File: config.mk
export PLATFORM = sky130hd
export DESIGN_NAME = cci_mul
export DESIGN_NICKNAME = d
export VERILOG_FILES = /design/src/rtl/circle_circle_intersection_defines.svh /design/src/rtl/cci_pkg.sv /design/src/rtl/cci_mul.sv
export SDC_FILE = /design/constraint.sdc
export NUM_CORES = 2
export LEC_CHECK = 0
export ABC_AREA = 1
export BUFFER_PORTS_ARGS = -buffer_cell sky130_fd_sc_hd__buf_2
export CAP_MARGIN = 20
export CORE_UTILIZATION = 60
export DETAILED_ROUTE_END_ITERATION = 7
export PLACE_DENSITY = 0.85
export SYNTH_ARGS = -nofsm -noshare
export SYNTH_HDL_FRONTEND = slang
export SYNTH_SLANG_ARGS = --single-unit
File: constraint.sdc
create_clock -name aclk -period 6.5 [get_ports aclk]
set_input_delay 0.975 -clock aclk [delete_from_list [all_inputs] [get_ports aclk]]
set_output_delay 0.975 -clock aclk [all_outputs]
set_load 0.1 [all_outputs]
File: src/rtl/circle_circle_intersection_defines.svh
// Assertion macros for the circle intersection block.
// Included by the top level; no other dependencies.
`ifndef CIRCLE_CIRCLE_INTERSECTION_DEFINES_SVH
`define CIRCLE_CIRCLE_INTERSECTION_DEFINES_SVH
`ifndef NO_ASSERTIONS
`define CCI_ASSERT(label, clk, rstn, prop, msg) \
    label: assert property (@(posedge clk) disable iff (!(rstn)) (prop)) else $error(msg);
`define CCI_ASSERT_NEXT(label, clk, rstn, ante, cons, msg) \
    label: assert property (@(posedge clk) disable iff (!(rstn)) (ante) |=> (cons)) \
        else $error(msg);
`else
`define CCI_ASSERT(label, clk, rstn, prop, msg)
`define CCI_ASSERT_NEXT(label, clk, rstn, ante, cons, msg)
`endif
`endif

File: src/rtl/cci_pkg.sv
// Shared constants and types for the circle intersection pipeline.
// No dependencies; imported by cci_mul and the top level.
package cci_pkg;

    localparam int COORD_WIDTH_DEF = 32;
    // Bits of the multiplier operand consumed per pipeline stage.
    localparam int MUL_DIGIT = 16;

    typedef enum logic [1:0] {
        STATUS_OK   = 2'd0,
        STATUS_MISS = 2'd1,
        STATUS_CONC = 2'd2
    } status_t;

endpackage

File: src/rtl/cci_mul.sv
// Pipelined unsigned multiplier: one MUL_DIGIT-bit slice of b per stage.
// Depends on cci_pkg for the slice width.
module cci_mul import cci_pkg::*; #(
    parameter int AW = 33,
    parameter int BW = 33
) (
    input  logic             aclk,
    input  logic             en,
    input  logic [AW-1:0]    a,
    input  logic [BW-1:0]    b,
    output logic [AW+BW-1:0] p
);

    localparam int LAT = (BW + MUL_DIGIT - 1) / MUL_DIGIT;
    localparam int BP  = LAT * MUL_DIGIT;
    localparam int PW  = AW + BW;
    localparam int XW  = AW + MUL_DIGIT;

    logic [AW-1:0] a_reg   [LAT-1];
    logic [BP-1:0] b_reg   [LAT-1];
    logic [PW-1:0] acc_reg [LAT];

    for (genvar k = 0; k < LAT; k++) begin : g_stage
        logic [AW-1:0] a_in;
        logic [BP-1:0] b_in;
        logic [PW-1:0] acc_in;
        logic [XW-1:0] pp;

        if (k == 0) begin : g_first
            assign a_in   = a;
            assign b_in   = BP'(b);
            assign acc_in = '0;
        end else begin : g_next
            assign a_in   = a_reg[k-1];
            assign b_in   = b_reg[k-1];
            assign acc_in = acc_reg[k-1];
        end

        assign pp = XW'(a_in) * XW'(b_in[k*MUL_DIGIT +: MUL_DIGIT]);

        always_ff @(posedge aclk) begin
            if (en) begin
                acc_reg[k] <= acc_in + (PW'(pp) << (k * MUL_DIGIT));
            end
        end

        if (k < LAT - 1) begin : g_fwd
            always_ff @(posedge aclk) begin
                if (en) begin
                    a_reg[k] <= a_in;
                    b_reg[k] <= b_in;
                end
            end
        end
    end

    assign p = acc_reg[LAT-1];

endmodule

==> results.py <==
metrics = {
    "cts": {
        "cts.sinks": 265,
        "cts_tree": "yes",
        "ctsRootBufferMaster": "clkbuf_16",
        "clk_pin_slew_ps": 70,
        "htreeDepth": 1,
        "clk_latency_ps": 600,
        "clockBufferDepth": 3,
        "cts_buffers": 28,
    },
    "status": {
        "status": "finished with violations",
        "violations": "negative setup slack",
    },
    "floorplan": {
        "die_area_um2": 81200,
        "io_pins": 134,
        "core_um2": 79100,
        "start_util_pct": 60.7,
        "dieWidth_um": 285,
        "row_count": 103,
        "dieHeight_um": 285,
    },
    "sta": {
        "fin_crit_ps": 7220,
        "fin_skew_ps": 27.1,
        "drv_slew": 0,
        "setup_viol": 36,
        "max_freq_mhz": 138,
        "rsz0062_at_grt": "true",
        "slew_headroom_pct": 30.3,
        "worst_slack_ps": -722,
        "hold_violations": 0,
        "tightest_slew_ps": 1050,
        "fin_crit_sh_pct": 111,
    },
    "worst_setup_path": {
        "cp.required_ps": 6850,
        "path_max_fanout": 6,
        "arrival_ps": 7580,
        "cp-end-kind": "register",
        "cp-start-kind": "register",
        "timing_worst_setup_path_type": "register to register",
        "critPathMaxStageDelay_ps": 620,
        "cp_slowest_cell": "fa_1",
    },
    "finish": {
        "mostFrequentLayoutCells": "nand2_1 (1559), inv_1 (1458), fa_1 (854)",
        "final_common_cell": "nand2_1",
        "nets": 7690,
        "layout-drive-gt1-share_pct": 21.8,
        "area_growth_pct": 21.3,
        "largest_register_ffs": 181,
    },
    "synth": {
        "yosys_warnings": 0,
        "synth_cells": 5860,
        "synth-edff-count": 265,
        "yosysTopAreaCell": "fa_1",
        "synth.avg_cell_area_um2": 8.19,
        "ys_seq_elements": 265,
        "yosysUniqueCellTypes": 47,
        "synth_seq_area_share_pct": 16.6,
        "synth_top_area_share_pct": 36.1,
        "syn_nets": 7106,
        "async_flop_share_pct": 0,
        "syn-cell-area_um2": 48000,
        "ys_top_cells_by_area": "fa_1 (36%), edfxtp_1 (17%), nand2_1 (13%)",
        "synth_ff_type": "edfxtp_1",
    },
    "placement": {
        "dp_hpwl_um": 117000,
        "preCtsSetupSlack_ps": -844,
        "port_buffers": 133,
        "gp_congestion": 1.05,
    },
    "worst_hold_path": {
        "holdCritPathClass": "register to register",
    },
    "global_route": {
        "grt_usage_pct": 35.3,
        "gr-total-overflow": 0,
        "grt_start_max_net_pins": 155,
        "grt_pass1_vias": 44000,
        "antenna_found_initial": 8,
        "grt_pass1_wl_um": 224000,
    },
    "detailed_routing": {
        "wirelength_um": 144000,
        "ant_nets": 0,
        "drt_iter0_markers": 3703,
        "post-route-drc-count": 0,
        "dr.pass1.iters": 6,
        "wl_per_cell_um": 19.1,
        "vias": 40900,
        "viasPerCell": 5.44,
    },
    "flow_run": {
        "drv_cap": 0,
    },
}
## final timing paths
check	cells after the start	slack (ps)	end	from
hold / removal	0	420	acc_reg[0][154]$_DFFE_PP_	acc_reg[0][88]$_DFFE_PP_
setup / recovery	40	-720	acc_reg[0][129]$_DFFE_PP_	b_reg[0][17]$_DFFE_PP_
hold reg to reg	0	420	acc_reg[0][154]$_DFFE_PP_	acc_reg[0][88]$_DFFE_PP_
setup reg to reg	40	-720	acc_reg[0][129]$_DFFE_PP_	b_reg[0][17]$_DFFE_PP_
## critical path: cells and delay by family (launching register included)
| family | cells | cell delay, ps |
|---|---|---|
| fa+ha+maj | 8 | 3700 |
| simple gates | 19 | 1800 |
| buf+inv | 12 | 910 |
| flops | 1 | 390 |
| xor+xnor | 1 | 150 |
## stage by stage
stage	cells	utilization (%)	hold slack, ps	area, um^2	TNS [ps]
after global routing	7519	73.6	421	58200	-25870
after floorplan	5860	-	400	48500	-6.33
after CTS	7467	71.7	420	56700	-11680
after global placement	7368	68.6	401	54300	-26670
final	7520	73.6	420	58200	-17620
after detailed placement	7368	68.6	405	54300	-29670
## routing by layer
| layer | up-vias | wire, um | global-route usage [%] |
|---|---|---|---|
| li1 | 18100 | - | - |
| met1 | 19900 | 51000 | 42.5 |
| met2 | 2236 | 70900 | 61.3 |
| met3 | 585 | 12700 | 5.65 |
| met4 | 8 | 9100 | 17.9 |
| met5 | - | 68 | 0 |
## cell usage after synthesis, types with 5 or more instances
library cell / number
nand2_1: 1667
inv_1: 1495
fa_1: 866
ha_1: 312
edfxtp_1: 265
clkbuf_1: 263
nor2_1: 183
a21oi_1: 165
xor2_1: 103
nand3_1: 81
o21ai_0: 69
buf_4: 66
nand2_2: 52
xnor2_1: 47
nor2_2: 30
a31oi_1: 26
nand4_1: 22
inv_2: 20
o21bai_1: 18
a21o_1: 17
nor3_1: 15
nor2_4: 8
o211ai_1: 8
nand3_2: 7
nor4_1: 6
o21a_1: 6
a21oi_2: 5
nor3_2: 5
## layout make-up
class,count,area (um^2)
diodes,4,10.0
clock buffers,32,737
clock inverters,20,179
fillers,5337,20900
inverters,1516,5700
multi-input cells,3749,35100
flip-flops and latches,265,7960
well taps,1050,1310
repair buffers,884,7210
## what timing repair did
action,4_1_cts,5_1_grt
cloned,0,4
pin swaps,84,67
hold buffers,0,0
endpoints found under the setup margin,38,50
resized for setup,254,252
buffers inserted,50,47
## kinds of logic (layout without fill, tap and decap cells)
family | Yosys count | in the layout | synth area share, %
buffers and inverters | 1846 | 2452 | 14.9
and+or+nand+nor | 2092 | 2092 | 17.6
adders and majority gates | 1178 | 1178 | 44.2
other | 0 | 4 | 0
AOI/OAI and AO/OA | 329 | 329 | 3.88
xor gates and xnor gates | 150 | 150 | 2.74
DFF | 265 | 265 | 16.6
Power is left out: the tool's default activity adds up to more than one toggle a clock period on the data nets, which glitch-free logic cannot reach.
